## src/hdl/bbia_pkg.sv

```systemverilog
// Shared types and codes for the block and inode bitmap allocator.
// No dependencies; imported by every module in hdl/.
`timescale 1ns / 1ps
`default_nettype none

package bbia_pkg;

    // Bitmap rows are 32 bits wide
    localparam int WORD_W  = 32;
    localparam int WORD_AW = 5;

    typedef enum logic [2:0] {
        OP_FIND_BLOCK  = 3'd0,
        OP_SET_BLOCK   = 3'd1,
        OP_CLEAR_BLOCK = 3'd2,
        OP_FIND_INODE  = 3'd3,
        OP_SET_INODE   = 3'd4,
        OP_CLEAR_INODE = 3'd5
    } t_opcode;

    typedef enum logic [1:0] {
        ST_OK   = 2'd0,
        ST_NONE = 2'd1,
        ST_BAD  = 2'd2
    } t_status;

    typedef enum logic [1:0] {
        S_IDLE  = 2'd0,
        S_READ  = 2'd1,
        S_CHECK = 2'd2
    } t_state;

endpackage

`default_nettype wire

```

## src/hdl/bbia_map_ram.sv

```systemverilog
// One bitmap memory: 32-bit rows, one read and one write port, registered read.
// Rows never written since reset read as all free. Depends on bbia_pkg.
`timescale 1ns / 1ps
`default_nettype none

module bbia_map_ram #(
    parameter int DEPTH = 4,
    parameter int AW    = 2
) (
    input  wire logic                       i_clk,
    input  wire logic                       i_rst_n,
    input  wire logic                       i_rd_en,
    input  wire logic [AW-1:0]              i_rd_addr,
    output logic      [bbia_pkg::WORD_W-1:0] o_rd_data,
    input  wire logic                       i_wr_en,
    input  wire logic [AW-1:0]              i_wr_addr,
    input  wire logic [bbia_pkg::WORD_W-1:0] i_wr_data
);
    import bbia_pkg::*;

    logic [WORD_W-1:0] r_mem [DEPTH];
    logic [DEPTH-1:0]  r_row_valid;
    logic [WORD_W-1:0] r_rd_data;

    always_ff @(posedge i_clk) begin
        if (i_wr_en) begin
            r_mem[i_wr_addr] <= i_wr_data;
        end
        if (i_rd_en) begin
            r_rd_data <= r_row_valid[i_rd_addr] ? r_mem[i_rd_addr] : '0;
        end
    end

    // Drop all rows back to free on reset
    always_ff @(posedge i_clk) begin
        if (!i_rst_n) begin
            r_row_valid <= '0;
        end else if (i_wr_en) begin
            r_row_valid[i_wr_addr] <= 1'b1;
        end
    end

    assign o_rd_data = r_rd_data;

endmodule

`default_nettype wire

```

## src/hdl/bitmap_block_inode_allocator_core.sv

```systemverilog
// Block and inode bitmap allocator: find, set and clear on two bitmaps.
// A set or clear passes through S_READ and S_CHECK before o_valid; a search repeats
// them for each row scanned (32 entries per row) until a free entry or the last row.
// busy is low again in the o_valid cycle, so a new beat may start then.
// Reset (synchronous, active low) frees every entry at once; no clearing pass.
// Depends on bbia_pkg and bbia_map_ram.
`timescale 1ns / 1ps
`default_nettype none

module bitmap_block_inode_allocator_core #(
    parameter int BLOCK_COUNT = 128,
    parameter int INODE_COUNT = 32
) (
    input  wire logic       i_clk,
    input  wire logic       i_rst_n,
    input  wire logic       start,
    output logic            busy,
    input  wire logic [2:0] i_opcode,
    input  wire logic [7:0] i_item_number,
    input  wire logic       i_cfg_we,
    input  wire logic [4:0] i_cfg_first_unreserved_inode,
    output logic            o_valid,
    output logic [1:0]      o_status,
    output logic [7:0]      o_found_number,
    output logic [7:0]      o_free_blocks
);
    import bbia_pkg::*;

    localparam int BROWS = (BLOCK_COUNT + WORD_W - 1) / WORD_W;
    localparam int IROWS = (INODE_COUNT + WORD_W - 1) / WORD_W;
    localparam int BAW   = (BROWS > 1) ? $clog2(BROWS) : 1;
    localparam int IAW   = (IROWS > 1) ? $clog2(IROWS) : 1;
    localparam int RAW   = (BAW > IAW) ? BAW : IAW;
    localparam int GW    = RAW + WORD_AW;
    localparam int FCW   = $clog2(BLOCK_COUNT + 1);

    localparam logic [RAW-1:0] BLK_LAST = RAW'(BROWS - 1);
    localparam logic [RAW-1:0] INO_LAST = RAW'(IROWS - 1);
    localparam logic [GW:0]    BLK_LIM  = (GW + 1)'(BLOCK_COUNT);
    localparam logic [GW:0]    INO_LIM  = (GW + 1)'(INODE_COUNT);
    localparam logic [10:0]    BLK_NUM_MAX = 11'(BLOCK_COUNT);
    localparam logic [10:0]    INO_NUM_MAX = 11'(INODE_COUNT);

    t_state               r_state, n_state;
    t_opcode              r_op, n_op;
    logic                 r_bad, n_bad;
    logic [RAW-1:0]       r_row, n_row;
    logic [WORD_AW-1:0]   r_bit, n_bit;
    logic [4:0]           r_first;
    logic [FCW-1:0]       r_free, n_free;
    logic                 r_valid, n_valid;
    t_status              r_status, n_status;
    logic [7:0]           r_found, n_found;

    logic [WORD_W-1:0]    blk_rdata, ino_rdata, word, free_vec, mask, new_word;
    logic                 is_inode, blk_wr, ino_wr, any_free;
    logic [WORD_AW-1:0]   pos;
    logic [GW-1:0]        g_idx;
    logic [GW:0]          g_bit;
    logic [7:0]           num_m1;
    logic [10:0]          num_ext;

    assign is_inode = (r_op == OP_FIND_INODE) || (r_op == OP_SET_INODE)
                   || (r_op == OP_CLEAR_INODE);
    assign word     = is_inode ? ino_rdata : blk_rdata;
    assign num_m1   = i_item_number - 8'd1;
    assign num_ext  = {3'b000, i_item_number};

    // Search window within the current row
    always_comb begin
        mask = '0;
        for (int b = 0; b < WORD_W; b++) begin
            g_bit = {1'b0, r_row, WORD_AW'(b)};
            if (is_inode) begin
                mask[b] = (g_bit < INO_LIM) && (g_bit >= (GW + 1)'(r_first));
            end else begin
                mask[b] = (g_bit < BLK_LIM);
            end
        end
    end

    assign free_vec = ~word & mask;
    assign any_free = |free_vec;

    // Lowest free bit wins
    always_comb begin
        pos = '0;
        for (int b = WORD_W - 1; b >= 0; b--) begin
            if (free_vec[b]) begin
                pos = WORD_AW'(b);
            end
        end
    end

    assign g_idx = {r_row, pos};

    always_comb begin
        n_state  = r_state;
        n_op     = r_op;
        n_bad    = r_bad;
        n_row    = r_row;
        n_bit    = r_bit;
        n_free   = r_free;
        n_valid  = 1'b0;
        n_status = r_status;
        n_found  = r_found;
        blk_wr   = 1'b0;
        ino_wr   = 1'b0;
        new_word = word;
        new_word[r_bit] = (r_op == OP_SET_BLOCK) || (r_op == OP_SET_INODE);

        case (r_state)
            S_IDLE: begin
                if (start) begin
                    n_op  = t_opcode'(i_opcode);
                    n_bit = num_m1[WORD_AW-1:0];
                    n_row = '0;
                    case (t_opcode'(i_opcode))
                        OP_FIND_BLOCK, OP_FIND_INODE: begin
                            n_bad = 1'b0;
                        end
                        OP_SET_BLOCK, OP_CLEAR_BLOCK: begin
                            n_bad = (i_item_number == 8'd0) || (num_ext > BLK_NUM_MAX);
                            n_row = RAW'(num_m1[7:WORD_AW]);
                        end
                        OP_SET_INODE, OP_CLEAR_INODE: begin
                            n_bad = (i_item_number == 8'd0) || (num_ext > INO_NUM_MAX);
                            n_row = RAW'(num_m1[7:WORD_AW]);
                        end
                        default: begin
                            n_bad = 1'b1;
                        end
                    endcase
                    if (n_bad) begin
                        n_row = '0;
                    end
                    n_state = S_READ;
                end
            end
            S_READ: begin
                n_state = S_CHECK;
            end
            S_CHECK: begin
                n_state = S_IDLE;
                n_valid = 1'b1;
                n_found = '0;
                if (r_bad) begin
                    n_status = ST_BAD;
                end else begin
                    case (r_op)
                        OP_FIND_BLOCK, OP_FIND_INODE: begin
                            if (any_free) begin
                                n_status = ST_OK;
                                n_found  = 8'({1'b0, g_idx} + (GW + 1)'(1));
                            end else if (r_row == (is_inode ? INO_LAST : BLK_LAST)) begin
                                n_status = ST_NONE;
                            end else begin
                                // Advance to the next row and keep scanning
                                n_valid = 1'b0;
                                n_row   = r_row + RAW'(1);
                                n_state = S_READ;
                            end
                        end
                        OP_SET_BLOCK: begin
                            n_status = ST_OK;
                            blk_wr   = 1'b1;
                            if (!word[r_bit]) begin
                                n_free = r_free - FCW'(1);
                            end
                        end
                        OP_CLEAR_BLOCK: begin
                            n_status = ST_OK;
                            blk_wr   = 1'b1;
                            if (word[r_bit]) begin
                                n_free = r_free + FCW'(1);
                            end
                        end
                        OP_SET_INODE, OP_CLEAR_INODE: begin
                            n_status = ST_OK;
                            ino_wr   = 1'b1;
                        end
                        default: begin
                            n_status = ST_BAD;
                        end
                    endcase
                end
            end
            default: begin
                n_state = S_IDLE;
            end
        endcase
    end

    always_ff @(posedge i_clk) begin
        if (!i_rst_n) begin
            r_state <= S_IDLE;
            r_valid <= 1'b0;
            r_free  <= FCW'(BLOCK_COUNT);
            r_first <= 5'd11;
        end else begin
            r_state <= n_state;
            r_valid <= n_valid;
            r_free  <= n_free;
            if (i_cfg_we) begin
                r_first <= i_cfg_first_unreserved_inode;
            end
        end
    end

    always_ff @(posedge i_clk) begin
        r_op     <= n_op;
        r_bad    <= n_bad;
        r_row    <= n_row;
        r_bit    <= n_bit;
        r_status <= n_status;
        r_found  <= n_found;
    end

    bbia_map_ram #(
        .DEPTH (BROWS),
        .AW    (BAW)
    ) u_block_map (
        .i_clk     (i_clk),
        .i_rst_n   (i_rst_n),
        .i_rd_en   ((r_state == S_READ) && !is_inode),
        .i_rd_addr (r_row[BAW-1:0]),
        .o_rd_data (blk_rdata),
        .i_wr_en   (blk_wr),
        .i_wr_addr (r_row[BAW-1:0]),
        .i_wr_data (new_word)
    );

    bbia_map_ram #(
        .DEPTH (IROWS),
        .AW    (IAW)
    ) u_inode_map (
        .i_clk     (i_clk),
        .i_rst_n   (i_rst_n),
        .i_rd_en   ((r_state == S_READ) && is_inode),
        .i_rd_addr (r_row[IAW-1:0]),
        .o_rd_data (ino_rdata),
        .i_wr_en   (ino_wr),
        .i_wr_addr (r_row[IAW-1:0]),
        .i_wr_data (new_word)
    );

    assign busy           = (r_state != S_IDLE);
    assign o_valid        = r_valid;
    assign o_status       = r_status;
    assign o_found_number = r_found;
    assign o_free_blocks  = 8'(r_free);

`ifndef SYNTHESIS
    a_result_follows_check: assert property (@(posedge i_clk) disable iff (!i_rst_n)
        o_valid |-> $past(r_state == S_CHECK))
        else $error("result beat without a check cycle");

    a_free_in_range: assert property (@(posedge i_clk) disable iff (!i_rst_n)
        r_free <= FCW'(BLOCK_COUNT))
        else $error("free block count above block count");

    a_start_goes_busy: assert property (@(posedge i_clk) disable iff (!i_rst_n)
        (start && !busy) |=> (busy && !o_valid))
        else $error("accepted beat did not raise busy");

    a_no_found_on_fail: assert property (@(posedge i_clk) disable iff (!i_rst_n)
        (o_valid && (o_status != ST_OK)) |-> (o_found_number == 8'd0))
        else $error("found number on a failed beat");
`endif

endmodule

`default_nettype wire

```

## config.mk

```make
export PLATFORM = sky130hd
export DESIGN_NAME = bitmap_block_inode_allocator_core
export DESIGN_NICKNAME = d
export VERILOG_FILES = /design/src/hdl/bbia_pkg.sv /design/src/hdl/bbia_map_ram.sv /design/src/hdl/bitmap_block_inode_allocator_core.sv
export SDC_FILE = /design/constraint.sdc
export NUM_CORES = 1
export LEC_CHECK = 0
export BUFFER_PORTS_ARGS = -buffer_cell sky130_fd_sc_hd__buf_2
export CORE_MARGIN = 4
export CORE_UTILIZATION = 30
export DETAILED_ROUTE_END_ITERATION = 12
export HOLD_SLACK_MARGIN = 0.02
export PLACE_DENSITY = 0.43
export SYNTH_ARGS = -nofsm -noshare
export SYNTH_HDL_FRONTEND = slang
export SYNTH_HIERARCHICAL = 1
export SYNTH_SLANG_ARGS = --single-unit
export TNS_END_PERCENT = 30
```

## constraint.sdc

```tcl
create_clock -name i_clk -period 8.7 [get_ports i_clk]
set_clock_uncertainty 0.1 [all_clocks]
set_input_delay 1.74 -clock i_clk [delete_from_list [all_inputs] [get_ports i_clk]]
set_output_delay 1.74 -clock i_clk [all_outputs]
set_load 0.005 [all_outputs]
```

# Yosys cells after proc, flatten, opt, wreduce, memory -nomap -nowiden
# Memory sizes are Yosys's and may differ from the RTL's. A register that Yosys moved wholly into a read port is not among the register bits.
# Cells that the tools add are included.
classes:
  addsub: 5
  magnitude_cmp: 71
  n_eq_ne: 21
  n_mux: 114
  bitwise_logic: 7
  reduce_logical: 66
op_table:
  columns: ["op", "count"]
  rows:
  - ["< comparator 7 x 6 -> 1 bit, second input constant", 32]
  - ["greater-or-equal comparator 7 x 5 -> 1 bit", 31]
  - ["2-to-1 mux 5 bit", 32]
  - ["2-to-1 mux 1 bit", 58]
  - ["logical AND 1 bit", 36]
  - ["AND 32 bit", 1]
  - ["bitwise mux 32 bit", 1]
  - ["2-to-1 mux 32 bit", 1]
  - ["NOT 32 bit", 1]
  - ["OR reduction 32 bit", 1]
  - ["2-to-1 mux 2 bit", 11]
  - ["2-to-1 mux 8 bit", 2]
  - ["case mux 8 bit (2 select lines)", 1]
  - ["equality test 3 x 2 -> 1 bit, second input constant", 4]
  - ["equality test 3 bit, second input constant", 4]
  - ["inequality test 2 bit, second input constant", 6]
  - ["OR reduction 2 bit", 6]
  - ["adder 7 x 1 -> 8 bit, second input constant", 1]
  - ["adder 8 x 1 -> 8 bit, second input constant", 1]
  - ["> comparator 8 x 6 -> 1 bit, second input constant", 1]
  - ["> comparator 8 bit, second input constant", 1]
  - ["zero test 8 bit", 1]
  - ["case mux 2 bit (2 select lines)", 2]
  - ["OR reduction 4 bit", 2]
  - ["other kinds (33)", 47]
word_totals:
  register_bits: 42
  ramBits: 160
  inputBits: 20
  n_memories: 2
mem_list:
  columns: ["memory", "words", "width", "read_ports", "rd_ports_with_merged_regs", "write_ports", "line", "source"]
  rows:
  - ["u_block_map.r_mem", 4, 32, 1, 1, 1, "bbia_map_ram.sv:21", "logic [WORD_W-1:0] r_mem [DEPTH];"]
  - ["u_inode_map.r_mem", 1, 32, 1, 1, 1, "bbia_map_ram.sv:21", null]

# Longest topological paths before layout
logic_depth:
  word_depth: 39
  ltp_mapped: 17
  depth_no_buf: 15

# Modules after synthesis
# The synthesis kept the hierarchy.
modules_own_cells:
  columns: ["module", "n_inst", "cells_per_inst", "area_each_um2"]
  rows:
  - ["bbia_map_ram at u_block_map", 1, 248, 6139.6]
  - ["bitmap_block_inode_allocator_core", 1, 665, 5176.2]
  - ["bbia_map_ram at u_inode_map", 1, 102, 2210.9]

# Least setup slack after synthesis
# OpenSTA, ideal clock, no wires.
synth_timing:
  path_kind: "register -> register"
  start: "register r_state[0]"
  end: "memory u_block_map.r_mem[0][0] (enable)"
  arrival_ns: 3.521
  required_time_ns: 8.130
  path_slack_ns: 4.609
  path_stages_with_launch: 6
  synth_period_minus_slack_ns: 4.091
  path_cell_list: "dfxtp_1 > nand2b_1 > inv_1 > nand2_1 > a21oi_1 > nor3b_1"
synth_between:
  elab_chain_cells: 4
synth_lines:
  columns: ["item", "line", "source"]
  rows:
  - ["start: declaration", "bitmap_block_inode_allocator_core.sv:44", "t_state r_state, n_state;"]
  - ["start signal: assignment", "bitmap_block_inode_allocator_core.sv:201", "r_state <= n_state;"]
  - ["equality test 2 bit", "bitmap_block_inode_allocator_core.sv:112", "case (r_state)"]
  - ["2-to-1 mux 1 bit", "bitmap_block_inode_allocator_core.sv:112", null]
  - ["via blk_wr", "bitmap_block_inode_allocator_core.sv:56", "logic is_inode, blk_wr, ino_wr, any_free;"]
  - ["2-to-1 mux 1 bit", "bbia_map_ram.sv:26", "if (i_wr_en) begin"]
  - ["2-to-1 mux 1 bit (implied by the code)", "bbia_map_ram.sv:27", "r_mem[i_wr_addr] <= i_wr_data;"]
  - ["end: declaration", "bbia_map_ram.sv:21", null]
# The timed path passes the listed nets, and every way through them passes these cells.

# Final worst setup path
layout_timing:
  start: "register r_row[0]"
  end: "register r_found[6], in the netlist o_found_number[6] (data pin)"
layout_between:
  elab_chain_cells: 36
layout_lines:
  columns: ["item", "line", "source"]
  rows:
  - ["start: declaration", "bitmap_block_inode_allocator_core.sv:47", "logic [RAW-1:0] r_row, n_row;"]
  - ["start signal: assignment", "bitmap_block_inode_allocator_core.sv:213", "r_row <= n_row;"]
  - ["< comparator 7 x 6 -> 1 bit / greater-or-equal comparator 7 x 5 -> 1 bit (equally long branches)", "bitmap_block_inode_allocator_core.sv:75", "mask[b] = (g_bit < INO_LIM) && (g_bit >= (GW + 1)'(r_first));"]
  - ["2-to-1 mux 1 bit / logical AND 1 bit (equally long branches)", "bitmap_block_inode_allocator_core.sv:74, bitmap_block_inode_allocator_core.sv:75", null]
  - ["AND 32 bit / 2-to-1 mux 1 bit (equally long branches)", "bitmap_block_inode_allocator_core.sv:82, bitmap_block_inode_allocator_core.sv:74", null]
  - ["2-to-1 mux 5 bit / AND 32 bit (equally long branches)", "bitmap_block_inode_allocator_core.sv:89, bitmap_block_inode_allocator_core.sv:82", null]
  - ["2-to-1 mux 5 bit (31 in series)", "bitmap_block_inode_allocator_core.sv:89", "if (free_vec[b]) begin"]
  - ["adder 7 x 1 -> 8 bit", "bitmap_block_inode_allocator_core.sv:154", "n_found = 8'({1'b0, g_idx} + (GW + 1)'(1));"]
  - ["end signal: assignment", "bitmap_block_inode_allocator_core.sv:216", "r_found <= n_found;"]
  - ["end: declaration", "bitmap_block_inode_allocator_core.sv:53", "logic [7:0] r_found, n_found;"]
# Parallel ways exist; a longest one is shown, timed or not.
# A chain may end at the register's enable or synchronous reset.

==> flow_summary.yaml <==
synthesis:
  synth_compound_area_share_pct: 11.33
  synth_fp_nets: 1048
  yosys.area.top_type: "edfxtp_1"
  synth_edf_count: 245
  synthMuxAreaShare_pct: 10.53
  synth-xor-area-share_pct: 1.036
  syn_area_um2: 13530
  synthAdderAreaFrac_pct: 1.258
  synth_top_cell_area_share_pct: 54.39
  synth_ff_type: "edfxtp_1"
  synth.distinct_cells: 96
  ys_seq_elements: 266
  synth_area_leaders: "edfxtp_1 54%, mux4_1 4.9%, dfxtp_1 3.1%"
  syn_area_per_cell_um2: 13.33
  synth_top_family_by_area: "simple AND/OR/NAND/NOR gates"
  ys_warn_count: 6
  asyncSetResetFlopFracSynth_pct: 0
  synthSimpleGateAreaFrac_pct: 14.88
  synthCells: 1015
  ys_seq_area_share_pct: 57.50
timing:
  slew_headroom_pct: 22.74
  finalSetupViolations: 0
  hold_viol: 0
  max_freq_ghz: 0.2039
  min_period_over_period_pct: 56.38
  worst_slew_pin_slew_ns: 1.156
  period_minus_slack_ns: 4.905
  fin_setup_tns_ns: 0
  hold_ws_ns: 0.3648
  slew_viol_final: 0
  rsz0062_at_grt: "false"
cells_and_area:
  num_antenna_cells: 0
  multi_input_area_um2: 5309
  fillers: 4361
  drive_gt1_share_pct: 20.04
  seq_area_um2: 7777
  nets: 1076
  area.growth.synth_to_final_pct: 12.52
routing:
  wl_per_cell_um: 22.78
  first_pass_iters: 5
  drc: 0
  vias: 8710
  drt_iter0_drc: 599
  ant_nets: 0
  via_per_inst: 5.247
  drt-total-wl_um: 37810
clock_tree:
  clock_latency_ns: 0.58
  clk_pin_slew_ns: 0.06
  cts_hold_buf: 0
  cts_max_path_buffers: 3
  h-tree-depth: 1
  cts_tree: "yes"
  root_buffer: "clkbuf_16"
  clkSinkCount: 266
  numCtsBuffers: 31
  cts_setup_buffers: 0
  cts_resized: 0
critical_path:
  critical-path-top-delay-family: "compound AO/OA/AOI/OAI gates"
  cp_cell_sequence: "buf_4, inv_1, ha_1, a21oi_1, o41a_1, o32a_1, a21boi_1, nor2_1, o21bai_1, a32oi_1, a21oi_1, ha_1, nand2_1, nor4_1, a2111oi_0, or3_1"
  critPathMaxStageDelay_ns: 0.64
  critPathMaxFanout: 48
  slowest_stage: "buf_4"
  crit_path_end_kind: "flop"
  crit_type: "reg -> reg"
  arrival_ns: 5.11
  crit_required_ns: 8.90
  worst_setup_path_start_kind: "flop"
  path_buf_inv: 2
global_route:
  grt_use_total_pct: 15.48
  grt_pass1_wl_um: 56870
  grt_pass1_vias: 8765
  grt_max_degree: 53
  overflow: 0
  antenna_found_initial: 2
floorplan:
  coreArea_um2: 44410
  rows: 77
  initial_core_util_pct: 30.46
  die_h_um: 220.3
  die_w_um: 220.3
  num_io_pins: 40
  die-area_um2: 48550
run:
  drv_cap: 0
power_and_ir_drop:
  irDropWorstVdd_mv: 0.1137
  power.density_nw_per_um2: 196.0
  total_leakage_power_nw: 5.252
  p_total_mw: 2.982
place:
  gp_congestion: 0.8649
  post-dp-hpwl_um: 25100
  port-buffer-count: 39
run_status:
  outcome: "completed"
hold_path:
  hp-class: "reg -> reg"
-- routing by layer --
metal / track usage, % / wire length (µm) / vias to the layer above
met4: 4.187 / 886 / 0
met1: 22.00 / 17700 / 4399
met3: 2.609 / 1975 / 52
met5: 0 / 0 / -
met2: 24.61 / 17250 / 217
li1: - / - / 4042
-- path summary, 6_finish.rpt --
| check | from | slack (ns) | endpoint | depth (start not counted) |
|---|---|---|---|---|
| hold / removal | u_block_map/r_row_valid[1] | 0.36 | u_block_map/r_row_valid[1] | 1 |
| hold reg to reg | u_block_map/r_row_valid[1] | 0.36 | u_block_map/r_row_valid[1] | 1 |
| setup reg to reg | r_row[0] | 3.79 | o_found_number[6] | 16 |
| setup / recovery | r_row[0] | 3.79 | o_found_number[6] | 16 |
-- cell usage after synthesis, types with 12 or more instances --
library cell  instances
clkbuf_1             19
a211oi_1             15
mux2i_1              35
edfxtp_1            245
and2_4               30
nand2b_1             15
nand3_1              36
dfxtp_1              21
inv_1                27
nor3_1               19
and2_2               34
a31oi_1              12
nand2_1              56
buf_2                20
and3_1               20
mux4_1               25
nor2_1               57
xnor2_1              12
o21ai_0              28
mux4_2               16
nor2b_1              12
a21oi_1              39
ha_1                 12
and2_1               12
-- state kept, by name, indices dropped and copies added (netlist names) --
register,count
r_bad,1
u_inode_map/r_mem,32
o_found_number,8
r_op,3
u_inode_map/r_row_valid,1
u_block_map/r_mem,128
o_status,2
r_bit,5
r_row,2
o_valid,1
r_first,5
u_inode_map/o_rd_data,32
r_state,2
u_block_map/r_row_valid,4
u_block_map/o_rd_data,32
o_free_blocks,8
-- final cells by class --
class	count	area share, %
clock inverter	20	1.077
multi-input combinational	662	34.88
sequential	266	51.10
timing repair buffer	55	2.072
inverter	27	0.6659
clock buffer	38	5.335
tap	592	4.867
-- stage by stage --
step | worst slack, ns | instance area [µm²] | utilization (%) | cells
2_1_floorplan | 4.609 | 13530 | - | 1015
3_3_place_gp | 3.867 | 14240 | 32.07 | 1602
3_5_place_dp | 3.807 | 14240 | 32.07 | 1602
4_1_cts | 3.795 | 15220 | 34.27 | 1660
5_1_grt | 3.329 | 15220 | 34.27 | 1660
6_report | 3.795 | 15220 | 34.27 | 1660
-- layout by cell type, fill, tap and decap left out, types with 6 or more instances in the layout --
cell,instances
nor3_1,18
clkbuf_1,6
dfxtp_1,21
a31oi_1,12
clkbuf_16,31
xnor2_1,12
o211ai_1,11
o31ai_1,7
nand4_1,7
inv_1,27
mux4_1,25
clkinv_2,7
and2_1,12
o21bai_1,7
buf_4,16
and3_1,19
a21o_1,6
a221oi_1,11
a211o_1,7
nand2_1,56
a2bb2oi_1,6
nand3_1,36
a211oi_1,15
nor4_1,8
edfxtp_1,245
mux4_2,16
and2_2,34
mux2i_1,35
and2_4,30
nand2b_1,15
o21ai_0,28
nor2_1,55
nor2b_1,12
buf_2,39
a21oi_1,39
ha_1,12
-- report_power, final --
group,total [mW],switching [mW],internal [mW]
clock network,1.23,0.509,0.721
registers,1.44,0.0225,1.42
logic,0.307,0.202,0.105
total,2.98,0.733,2.25
-- kinds of logic after synthesis --
kind of cell	Yosys count
buffers and inverters	87
AO/OA/AOI/OAI	211
multiplexers	80
XOR/XNOR	16
AND/OR/NAND/NOR	342
flip-flops	266
adder cells (fa/ha/maj)	13
(Power assumes the default switching activity.)
